==> src/rtl/piecewise_linear_curve_map_unit_defines.svh <==
// assertion macros of the curve map rtl
`ifndef PIECEWISE_LINEAR_CURVE_MAP_UNIT_DEFINES_SVH
`define PIECEWISE_LINEAR_CURVE_MAP_UNIT_DEFINES_SVH

// same-cycle implication, reset masked
`define PLCM_ASSERT_NOW(label, ante, cons, msg) \
	label: assert property (@(posedge clk) disable iff (!arst_n) (ante) |-> (cons)) \
		else $error(msg);

// next-cycle implication, reset masked
`define PLCM_ASSERT_NEXT(label, ante, cons, msg) \
	label: assert property (@(posedge clk) disable iff (!arst_n) (ante) |=> (cons)) \
		else $error(msg);

`endif

==> src/rtl/plcm_pkg.sv <==
// types and constants of the piecewise linear curve map
package plcm_pkg;

	localparam int SEGMENTS_DEF   = 16;
	localparam int MAX_DEPTH_DEF  = 12;
	localparam int CUM_W          = 21;
	localparam logic [15:0] LAST_KNOT_MARK  = 16'h0f00;
	localparam logic [15:0] LAST_KNOT_VALUE = 16'h1000;

	typedef enum logic [1:0] {
		OP_KNOT  = 2'd0,
		OP_DEPTH = 2'd1,
		OP_MAP   = 2'd2
	} op_t;

	typedef struct packed {
		logic [1:0]  op;
		logic [4:0]  entry;
		logic [15:0] knot_value;
		logic [3:0]  seg_depth;
		logic [15:0] lumi_in;
	} in_word_t;

	typedef struct packed {
		logic [15:0] lumi_out;
		logic        beyond_curve;
	} out_word_t;

	typedef struct packed {
		logic        knot_we;
		logic        depth_we;
		logic [15:0] knot;
		logic [3:0]  depth;
	} cell_wr_t;

	typedef struct packed {
		logic             valid;
		logic             found;
		logic [15:0]      x;
		logic [CUM_W-1:0] cum;
		logic [15:0]      w;
		logic [3:0]       d;
		logic [15:0]      ka;
		logic [15:0]      kb;
	} token_t;

endpackage

==> src/rtl/plcm_chan_if.sv <==
// valid/ready channel carrying one word
interface plcm_chan_if #(parameter type word_t = logic) ();
	logic  valid;
	logic  ready;
	word_t data;

	modport source(output valid, output data, input ready);
	modport sink(input valid, input data, output ready);
endinterface

==> src/rtl/plcm_cell.sv <==
// one segment cell: holds knot and depth, advances the search token
module plcm_cell (
	input  logic               clk,
	input  logic               arst_n,
	input  plcm_pkg::cell_wr_t wr,
	input  logic [15:0]        next_knot,
	input  plcm_pkg::token_t   tok_in,
	output plcm_pkg::token_t   tok_out,
	output logic [15:0]        knot
);
	logic [15:0] knot_q;
	logic [3:0]  depth_q;
	logic        valid_q;
	plcm_pkg::token_t tok_q;
	plcm_pkg::token_t tok_d;
	logic [plcm_pkg::CUM_W-1:0] cum_n;
	logic        hit;

	always_ff @(posedge clk) begin
		if (wr.knot_we) begin
			knot_q <= wr.knot;
		end
		if (wr.depth_we) begin
			depth_q <= wr.depth;
		end
	end

	always_comb begin
		cum_n = tok_in.cum + (plcm_pkg::CUM_W'(1) << depth_q);
		hit   = !tok_in.found && (plcm_pkg::CUM_W'(tok_in.x) < cum_n);
		tok_d = tok_in;
		if (!tok_in.found) begin
			tok_d.cum = cum_n;
		end
		if (hit) begin
			tok_d.found = 1'b1;
			tok_d.w     = 16'(cum_n - plcm_pkg::CUM_W'(tok_in.x));
			tok_d.d     = depth_q;
			tok_d.ka    = knot_q;
			tok_d.kb    = next_knot;
		end
	end

	always_ff @(posedge clk or negedge arst_n) begin
		if (!arst_n) begin
			valid_q <= 1'b0;
		end else begin
			valid_q <= tok_in.valid;
		end
	end

	always_ff @(posedge clk) begin
		tok_q <= tok_d;
	end

	always_comb begin
		tok_out       = tok_q;
		tok_out.valid = valid_q;
	end

	assign knot = knot_q;
endmodule

==> src/rtl/plcm_interp.sv <==
// interpolation between the two knots of the found segment, or a zero beyond-curve result if none was found
module plcm_interp (
	input  logic                clk,
	input  logic                arst_n,
	input  plcm_pkg::token_t    tok,
	input  logic                take,
	output logic                res_valid,
	output plcm_pkg::out_word_t res
);
	logic        valid_s1;
	logic        found_s1;
	logic [31:0] p0_s1;
	logic [31:0] p1_s1;
	logic [3:0]  d_s1;
	logic        valid_s2;
	plcm_pkg::out_word_t res_s2;
	logic [15:0] span;
	logic [31:0] acc;
	logic [31:0] shifted;

	assign span = 16'(1) << tok.d;

	always_ff @(posedge clk) begin
		if (tok.valid) begin
			found_s1 <= tok.found;
			p0_s1    <= 32'(tok.w) * 32'(tok.ka);
			p1_s1    <= 32'(16'(span - tok.w)) * 32'(tok.kb);
			d_s1     <= tok.d;
		end
	end

	assign acc     = p0_s1 + p1_s1;
	assign shifted = acc >> d_s1;

	always_ff @(posedge clk) begin
		if (valid_s1) begin
			if (found_s1) begin
				res_s2.lumi_out     <= {shifted[15:2], 2'b00};
				res_s2.beyond_curve <= 1'b0;
			end else begin
				res_s2.lumi_out     <= '0;
				res_s2.beyond_curve <= 1'b1;
			end
		end
	end

	always_ff @(posedge clk or negedge arst_n) begin
		if (!arst_n) begin
			valid_s1 <= 1'b0;
			valid_s2 <= 1'b0;
		end else begin
			valid_s1 <= tok.valid;
			if (valid_s1) begin
				valid_s2 <= 1'b1;
			end else if (take) begin
				valid_s2 <= 1'b0;
			end
		end
	end

	assign res_valid = valid_s2;
	assign res       = res_s2;
endmodule

==> src/rtl/piecewise_linear_curve_map_unit.sv <==
// top level of the piecewise linear luminance curve map
// A load word (knot or depth) is written when it is taken. A map word walks a chain of
// SEGMENTS cells, one cell per cycle, then two interpolation stages, and lands in
// the output register; the unit takes one map word at a time, and no word of any
// kind while a map word is in flight. A finished result may wait in the output
// register while the next word is taken. Tables are not cleared at reset.
`include "piecewise_linear_curve_map_unit_defines.svh"

module piecewise_linear_curve_map_unit #(
	parameter int SEGMENTS  = plcm_pkg::SEGMENTS_DEF,
	parameter int MAX_DEPTH = plcm_pkg::MAX_DEPTH_DEF
) (
	input  logic        clk,
	input  logic        arst_n,
	plcm_chan_if.sink   in_words,
	plcm_chan_if.source out_words
);
	plcm_pkg::in_word_t  iw;
	plcm_pkg::token_t    tok [0:SEGMENTS];
	plcm_pkg::cell_wr_t  wr [0:SEGMENTS-1];
	logic [15:0]         knots [0:SEGMENTS-1];
	logic [15:0]         last_knot_q;
	logic                busy_q;
	logic                accept;
	logic                is_knot;
	logic                is_depth;
	logic                is_map;
	logic [3:0]          depth_sat;
	logic [15:0]         knot_last_val;
	logic                res_valid;
	plcm_pkg::out_word_t res;
	logic                take;
	logic                out_valid_q;
	plcm_pkg::out_word_t out_q;
	logic [SEGMENTS:0]   chain_vec;

	assign iw       = in_words.data;
	assign accept   = in_words.valid && in_words.ready;
	assign is_knot  = iw.op == plcm_pkg::OP_KNOT;
	assign is_depth = iw.op == plcm_pkg::OP_DEPTH;
	assign is_map   = iw.op == plcm_pkg::OP_MAP;
	assign in_words.ready = !busy_q;

	assign depth_sat = (iw.seg_depth > 4'(MAX_DEPTH)) ? 4'(MAX_DEPTH) : iw.seg_depth;
	assign knot_last_val = ((iw.knot_value & plcm_pkg::LAST_KNOT_MARK) == plcm_pkg::LAST_KNOT_MARK)
		? plcm_pkg::LAST_KNOT_VALUE : iw.knot_value;

	// search token entering the first cell
	always_comb begin
		tok[0]       = '0;
		tok[0].valid = accept && is_map;
		tok[0].x     = iw.lumi_in;
	end

	for (genvar i = 0; i < SEGMENTS; i++) begin : g_cell
		assign wr[i].knot_we  = accept && is_knot && (6'(iw.entry) == 6'(i));
		assign wr[i].depth_we = accept && is_depth && (6'(iw.entry) == 6'(i));
		assign wr[i].knot     = iw.knot_value;
		assign wr[i].depth    = depth_sat;

		if (i == SEGMENTS - 1) begin : g_last
			plcm_cell u_cell (
				.clk       (clk),
				.arst_n    (arst_n),
				.wr        (wr[i]),
				.next_knot (last_knot_q),
				.tok_in    (tok[i]),
				.tok_out   (tok[i+1]),
				.knot      (knots[i])
			);
		end else begin : g_mid
			plcm_cell u_cell (
				.clk       (clk),
				.arst_n    (arst_n),
				.wr        (wr[i]),
				.next_knot (knots[i+1]),
				.tok_in    (tok[i]),
				.tok_out   (tok[i+1]),
				.knot      (knots[i])
			);
		end
	end

	always_ff @(posedge clk) begin
		if (accept && is_knot && (6'(iw.entry) == 6'(SEGMENTS))) begin
			last_knot_q <= knot_last_val;
		end
	end

	plcm_interp u_interp (
		.clk       (clk),
		.arst_n    (arst_n),
		.tok       (tok[SEGMENTS]),
		.take      (take),
		.res_valid (res_valid),
		.res       (res)
	);

	assign take = res_valid && (!out_valid_q || out_words.ready);

	always_ff @(posedge clk or negedge arst_n) begin
		if (!arst_n) begin
			busy_q      <= 1'b0;
			out_valid_q <= 1'b0;
		end else begin
			if (accept && is_map) begin
				busy_q <= 1'b1;
			end else if (take) begin
				busy_q <= 1'b0;
			end
			if (take) begin
				out_valid_q <= 1'b1;
			end else if (out_words.ready) begin
				out_valid_q <= 1'b0;
			end
		end
	end

	always_ff @(posedge clk) begin
		if (take) begin
			out_q <= res;
		end
	end

	assign out_words.valid = out_valid_q;
	assign out_words.data  = out_q;

	// in-flight map words across the cell chain and the interpolation output
	always_comb begin
		for (int k = 0; k < SEGMENTS; k++) begin
			chain_vec[k] = tok[k+1].valid;
		end
		chain_vec[SEGMENTS] = res_valid;
	end

	`PLCM_ASSERT_NEXT(a_map_sets_busy, accept && is_map, busy_q, "map word taken but unit not busy")
	`PLCM_ASSERT_NOW(a_single_word, 1'b1, $onehot0(chain_vec), "more than one map word in flight")
	`PLCM_ASSERT_NOW(a_flight_busy, chain_vec != '0, busy_q, "map word in flight while idle")
	`PLCM_ASSERT_NOW(a_beyond_zero, out_valid_q && out_q.beyond_curve, out_q.lumi_out == 16'd0, "beyond curve with nonzero output")
endmodule

==> src/flat_wrapper.sv <==
// flat-port wrapper written by rule: the top's interface ports become plain ports
module piecewise_linear_curve_map_unit_flat 
#(
	parameter int SEGMENTS  = plcm_pkg::SEGMENTS_DEF,
	parameter int MAX_DEPTH = plcm_pkg::MAX_DEPTH_DEF
)
  (clk, arst_n, in_words_valid, in_words_data, in_words_ready, out_words_valid, out_words_data, out_words_ready);
  plcm_chan_if #(.word_t(plcm_pkg::in_word_t)) in_words_i ();
  plcm_chan_if #(.word_t(plcm_pkg::out_word_t)) out_words_i ();
  input  logic clk;
  input  logic arst_n;
  input wire logic [$bits(in_words_i.valid)-1:0] in_words_valid;
  input wire logic [$bits(in_words_i.data)-1:0] in_words_data;
  output wire logic [$bits(in_words_i.ready)-1:0] in_words_ready;
  output wire logic [$bits(out_words_i.valid)-1:0] out_words_valid;
  output wire logic [$bits(out_words_i.data)-1:0] out_words_data;
  input wire logic [$bits(out_words_i.ready)-1:0] out_words_ready;
  assign in_words_i.valid = in_words_valid;
  assign in_words_i.data = in_words_data;
  assign in_words_ready = in_words_i.ready;
  assign out_words_valid = out_words_i.valid;
  assign out_words_data = out_words_i.data;
  assign out_words_i.ready = out_words_ready;
  piecewise_linear_curve_map_unit #(.SEGMENTS(SEGMENTS), .MAX_DEPTH(MAX_DEPTH)) u_core (.clk(clk), .arst_n(arst_n), .in_words(in_words_i), .out_words(out_words_i));
endmodule
==> config.mk <==
export PLATFORM = sky130hd
export DESIGN_NAME = piecewise_linear_curve_map_unit_flat
export DESIGN_NICKNAME = d
export VERILOG_FILES = /design/src/rtl/plcm_pkg.sv /design/src/rtl/plcm_chan_if.sv /design/src/rtl/plcm_cell.sv /design/src/rtl/plcm_interp.sv /design/src/rtl/piecewise_linear_curve_map_unit.sv /design/src/flat_wrapper.sv
export VERILOG_INCLUDE_DIRS = /design/src /design/src/rtl
export SDC_FILE = /design/constraint.sdc
export NUM_CORES = 2
export LEC_CHECK = 0
export ABC_AREA = 1
export BUFFER_PORTS_ARGS = -buffer_cell sky130_fd_sc_hd__buf_2
export CAP_MARGIN = 20
export CORE_AREA = 4 4 634 322
export CTS_CLUSTER_SIZE = 10
export DETAILED_ROUTE_END_ITERATION = 10
export DIE_AREA = 0 0 638 326
export HOLD_SLACK_MARGIN = 0.02
export PLACE_DENSITY = 0.7
export REMOVE_ABC_BUFFERS = 1
export SYNTH_ARGS = -nofsm -noshare
export SYNTH_HDL_FRONTEND = slang
export SYNTH_SLANG_ARGS = --single-unit
==> constraint.sdc <==
create_clock -name clk -period 13.08 [get_ports clk]
set_input_delay 0.654 -clock clk [delete_from_list [all_inputs] [get_ports clk]]
set_output_delay 0.654 -clock clk [all_outputs]
set_load 0.005 [all_outputs]
## Word level (Yosys, flattened, before mapping)

Index checks and enable logic that the tools add are counted.

- Bits in registers: 1862
- Input bits: 47
- Output and inout port bits: 19
- Logic and storage cells: 374

- $add $sub $neg: 33
- Multipliers: 2
- $lt $le $gt $ge: 17
- Equality and inequality tests: 19
- Shifts and indexed selects: 18
- Muxes and demuxes: 37
- Reductions and logical operators: 76

Operators by type and width:

| operator | count |
|---|---|
| two-way mux 52 bit | 15 |
| < comparator 16 x 21 -> 1 bit | 16 |
| << shifter 1 x 4 -> 21 bit (first input constant) | 16 |
| adder 21 bit | 15 |
| two-way mux 21 bit | 14 |
| subtractor 16 bit | 17 |
| multiplier 16 x 16 -> 32 bit | 2 |
| logical AND 1 bit | 53 |
| equality test 5 x 4 -> 1 bit (second input constant) | 8 |
| adder 32 bit | 1 |
| >> shifter 32 x 4 -> 16 bit | 1 |
| equality test 5 x 3 -> 1 bit (second input constant) | 4 |
| zero test 1 bit | 17 |
| << shifter 1 x 4 -> 16 bit (first input constant) | 1 |
| equality test 5 x 2 -> 1 bit (second input constant) | 2 |
| two-way mux 1 bit | 7 |
| nonzero test 2 bit | 3 |
| equality test 5 x 1 -> 1 bit (second input constant) | 1 |
| equality test 5 bit (second input constant) | 1 |
| zero test 5 bit | 1 |
| equality test 4 bit (second input constant) | 1 |
| > comparator 4 bit (second input constant) | 1 |
| two-way mux 4 bit | 1 |
| equality test 2 x 1 -> 1 bit (second input constant) | 1 |
| other kinds (3) | 3 |

## Longest topological paths before layout

- Depth after elaboration: 5
- Depth in mapped cells: 40
- Mapped depth without buffers: 38

## By module

Synthesis repeated with hierarchy kept, for this count alone.

- Cells, all modules: 15677
- Area, all modules: 118859.0 sq um

Modules (own cells, without submodules):

| module | times used | cells each | area each (sq um) | sequential area each (sq um) |
|---|---|---|---|---|
| plcm_cell at u_core.g_cell[0].g_mid.u_cell ... | 7 | 774 | 5839.4 | 2427.3 |
| plcm_cell at u_core.g_cell[11].g_mid.u_cell ... | 5 | 778 | 5846.9 | 2427.3 |
| plcm_interp | 1 | 3167 | 23836.6 | 2512.4 |
| plcm_cell at u_core.g_cell[7].g_mid.u_cell ... | 3 | 749 | 5786.8 | 2427.3 |
| plcm_cell at u_core.g_cell[6].g_mid.u_cell | 1 | 796 | 5948.2 | 2427.3 |
| piecewise_linear_curve_map_unit | 1 | 159 | 1604.0 | 1041.0 |

## Worst setup path before layout

Ideal clock, no wire load.

- Path type: reg-to-reg
- Start point: register u_core.g_cell[15].g_last.u_cell.tok_q, in the netlist u_core.g_cell[15].g_last.u_cell.tok_out[38]
- End point: register u_core.u_interp.p1_s1[29] (data pin)
- Setup time: 268 ps
- Arrival time: 7082 ps
- Data required time: 12812 ps
- Setup slack: 5729 ps
- Stages on the path, launching flop included: 34
- Path buffers: 3
- Clock period less this slack: 7351 ps
- Path through: dfxtp_1 clkbuf_1 clkbuf_1 inv_1 ha_1 nand2_1 nor2_1 a211oi_1 o21ai_1 a21oi_1 o21bai_1 or2_2 nand2_1 inv_1 buf_2 nand2_1 fa_1 fa_1 inv_1 fa_1 fa_1 fa_1 inv_1 fa_1 inv_1 ha_1 a21oi_1 o21ai_0 a21oi_1 nand3_1 nand3_1 nand2_1 a211oi_1 xor2_1

- Longest elaborated chain between the ends: 2

RTL lines:

| what | line | RTL |
|---|---|---|
| start: declaration | plcm_cell.sv:14 | `plcm_pkg::token_t tok_q;` |
| start signal: assignment | plcm_cell.sv:53 | `tok_q <= tok_d;` |
| subtractor 16 bit | plcm_interp.sv:27 | `p1_s1 <= 32'(16'(span - tok.w)) * 32'(tok.kb);` |
| multiplier 16 x 16 -> 32 bit | plcm_interp.sv:27 |  |
| end signal: assignment | plcm_interp.sv:27 |  |
| end: declaration | plcm_interp.sv:13 | `logic [31:0] p1_s1;` |

No other way between the ends.
A chain may end at the register's enable or synchronous reset.

## Worst setup path after layout

- Start point: register u_core.g_cell[15].g_last.u_cell.tok_q, in the netlist u_core.g_cell[15].g_last.u_cell.tok_out[34]
- End point: register u_core.u_interp.p1_s1[28] (data pin)

- Longest elaborated chain between the ends: 3

RTL lines:

| what | line | RTL |
|---|---|---|
| << shifter 1 x 4 -> 16 bit | plcm_interp.sv:21 | `assign span = 16'(1) << tok.d;` |
| subtractor 16 bit | plcm_interp.sv:27 |  |
| multiplier 16 x 16 -> 32 bit | plcm_interp.sv:27 |  |

No other way between the ends.

==> flow_summary.ini <==
[global_routing]
grt_overflow = 0
grt_max_degree = 102
global_route.peak_usage_layer = met1
gr-usage-all-layers_pct = 35.3
global_route.usage.met3_pct = 14.6
grtUsageMet2_pct = 39.3
grt_pass1_vias = 86900
grt_use_met1_pct = 60.0
antenna_found_initial = 25
global_route_wire_length_before_repair_um = 558000

[worst_setup_path]
timing.critical_path.required_ns = 13.65
worst_path_cell_with_the_longest_stage_delay = sky130_fd_sc_hd__fa_1
slowest_cell_delay_on_critical_path_ns = 0.59
worstSetupEndpointType = register
path_max_fanout = 11
critPathKind = reg -> reg
worst_ep_arrival_time_ns = 9.29
critPathMostFrequentCell = sky130_fd_sc_hd__nand2_1
start_kind = register

[sta]
clock-skew-final_ns = 0.116
finalCritPeriodShare_pct = 66.6
worst_slew_pin_slew_ns = 1.10
achievable-frequency_ghz = 0.115
timing.slew.headroom_pct = 25.8
setup_repair_after_global_routing_missed_its_margin = false
postLayoutSetupSlackWorst_ns = 4.36
timing.setup.tns_ns = 0
timing_max_transition_violations_final = 0
timing.final.hold_violations = 0
finalWorstPathRequiredPeriod_ns = 8.72
setup-violations-final = 0

[clocking]
clockBufferDepth = 4
worstSkewPairLatency_ns = 0.92
clock_tree.htree_level_count = 4
tritoncts_clock_tree = done
cts_resized = 0
clock_sinks = 1841
clk_root_buffer_cell = sky130_fd_sc_hd__clkbuf_16
clk_transition_reported_paths_ns = 0.06
cts_buffers = 213

[finish]
final_layout_size_suffix_gt1_share_pct = 3.94
area_growth_syn_to_layout_pct = 8.31
nets = 15000
layout.cells.non_filler = 16300
finish.utilization_pct = 59.2

[drt]
wire_per_inst_um = 22.9
total_length_of_routed_wires_um = 374000
post-route-drc-count = 0
drt-pass1-iter-count = 8
postRouteAntennaNets = 0
vias_per_cell = 5.75
dr.first_iter.drc_count = 12900
vias = 94000

[die]
floorplan.io_pins = 66
chipHeight_um = 326
rows = 116
die-width_um = 638
die_outline_area_mm2 = 0.208
start_util_pct = 54.7
design.core.area_mm2 = 0.199

[yosys]
postSynth.topFlopCell = sky130_fd_sc_hd__dfxtp_1
asyncSetResetFlopFracSynth_pct = 1.09
most_common_cell_in_the_netlist = sky130_fd_sc_hd__nand2_1
synth.yosys.seq_area_share_pct = 38.0
synth_top_area_share_pct = 25.6
ys_top_cells_by_count = sky130_fd_sc_hd__nand2_1 (3606), sky130_fd_sc_hd__inv_1 (1837), sky130_fd_sc_hd__dfxtp_1 (1388)
synth_top_cell_by_area = sky130_fd_sc_hd__dfxtp_1
synth_warnings = 0
synth.lib_cells_used.distinct = 58
synth.cell_area_mm2 = 0.109
synthTopCellsByArea = sky130_fd_sc_hd__dfxtp_1 (26%), sky130_fd_sc_hd__nand2_1 (12%), sky130_fd_sc_hd__edfxtp_1 (12%)
synth-edff-count = 433
synthesis.area_per_instance_um2 = 8.00
syn_inst = 13600
yosys_register_bits = 1841

[outcome]
run_status = complete, no violations

[run]
drv.max_cap_violation_count = 0

[place]
gp_congestion = 1.05
detailed_place_hpwl_um = 298000
place_inst = 16000
pre_cts_ws_ns = 4.57
numPortBuffers = 63

[min_path]
hp-class = in -> reg
==> sequential cells by signal, indices dropped and copies added (netlist names) <==
register and count:
u_core.g_cell.g_last.u_cell.valid_q 1, u_core.g_cell.g_mid.u_cell.depth_q 60, u_core.u_interp.d_s1 4, u_core.out_words.data 15, u_core.g_cell.g_mid.u_cell.tok_out 1335, u_core.g_cell.g_last.u_cell.knot 16
u_core.g_cell.g_last.u_cell.depth_q 4, u_core.u_interp.valid_s1 1, u_core.u_interp.res_valid 1, u_core.out_words.valid 1, u_core.g_cell.g_last.u_cell.tok_out 53, u_core.u_interp.res 15
u_core.g_cell.g_mid.u_cell.valid_q 15, u_core.u_interp.p0_s1 31, u_core.u_interp.found_s1 1, u_core.u_interp.p1_s1 31, u_core.last_knot_q 16, u_core.g_cell.g_mid.u_cell.knot 240
u_core.busy_q 1
==> placed cells by master (no fill, tap or decap), types with 53 or more instances in the layout <==
master                      netlist  routed
sky130_fd_sc_hd__buf_4           27     127
sky130_fd_sc_hd__fa_1           418     418
sky130_fd_sc_hd__ha_1           980     980
sky130_fd_sc_hd__dfxtp_1       1388    1388
sky130_fd_sc_hd__nand2_1       3606    3605
sky130_fd_sc_hd__xnor2_1        128     127
sky130_fd_sc_hd__a21oi_1        684     684
sky130_fd_sc_hd__inv_1         1837    1834
sky130_fd_sc_hd__buf_2          100      63
sky130_fd_sc_hd__o21ai_0        607     607
sky130_fd_sc_hd__nor3_1          81      81
sky130_fd_sc_hd__nand4_1        173     173
sky130_fd_sc_hd__xor2_1         364     363
sky130_fd_sc_hd__nand3_1       1136    1134
sky130_fd_sc_hd__edfxtp_1       433     433
sky130_fd_sc_hd__a21o_1          53      53
sky130_fd_sc_hd__clkbuf_16        0     214
sky130_fd_sc_hd__clkbuf_1       283     108
sky130_fd_sc_hd__nor2_1         779     777
==> cell type report <==
type / count / area [µm²]
Fill cell: 17600 / 81000
Antenna cell: 4 / 10.0
Clock buffer: 328 / 5840
Multi-Input combinational cell: 9437 / 58600
Sequential cell: 1841 / 41300
Timing Repair Buffer: 213 / 1560
Inverter: 1851 / 6950
Clock inverter: 9 / 164
Tap cell: 2655 / 3320
==> metal layers <==
layer  vias to the layer above  wire [µm]  share of wire, %
li1                      43500          -                 -
met1                     44800     188000                50
met2                      5302     121000                32
met3                       383      60400                16
met4                         2       4820               1.3
met5                         -         13            0.0035
==> what timing repair did <==
action	in CTS	in global routing
hold endpoints to repair	36	0
setup buffers	0	0
hold buffers	17	0
==> cells by family after synthesis <==
kind of cell               after synthesis  share of synthesized area [%]
AOI/OAI and AO/OA                     1610                           8.10
xor gates and xnor gates               492                           3.97
and+or+nand+nor                       5935                           22.7
buffers and inverters                 2304                           8.20
adders and majority gates             1398                           19.0
DFF                                   1841                           38.0
other                                    1                        0.00345
==> final timing paths <==
path	to	startpoint	cells after the start	slack (ns)
min in group asynchronous	u_core.g_cell[11].g_mid.u_cell.valid_q$_DFF_PN0_	arst_n	2	0.47
worst max register to register	u_core.u_interp.p1_s1[28]$_DFFE_PP_	u_core.g_cell[15].g_last.u_cell.tok_out[34]$_DFF_P_	36	4.36
worst min register to register	u_core.g_cell[2].g_mid.u_cell.tok_out[16]$_DFF_P_	u_core.g_cell[1].g_mid.u_cell.tok_out[16]$_DFF_P_	2	0.32
max in group asynchronous	u_core.g_cell[15].g_last.u_cell.valid_q$_DFF_PN0_	arst_n	2	12.29
worst max-delay path	u_core.u_interp.p1_s1[28]$_DFFE_PP_	u_core.g_cell[15].g_last.u_cell.tok_out[34]$_DFF_P_	36	4.36
worst min-delay path	u_core.out_words.valid$_DFFE_PN0P_	out_words_ready	4	0.15
==> through the flow <==
stage | cell area [µm²] | hold slack [ns]
after global placement | 111000 | 0.335
after floorplan | 107000 | 0.331
after CTS | 118000 | 0.102
after detailed placement | 111000 | 0.339
final | 118000 | 0.149
after global routing | 118000 | 0.181
==> critical path, delay by kind of cell (launching register included) <==
family / cells / cell delay (ns)
compound gates: 5 / 1.21
xor+xnor: 1 / 0.14
fa+ha+maj: 8 / 3.77
buf+inv: 6 / 0.75
flops: 1 / 0.48
simple gates: 16 / 2.05
Power is left out: the tool's default activity adds up to more than one toggle a clock period on the data nets, which glitch-free logic cannot reach.
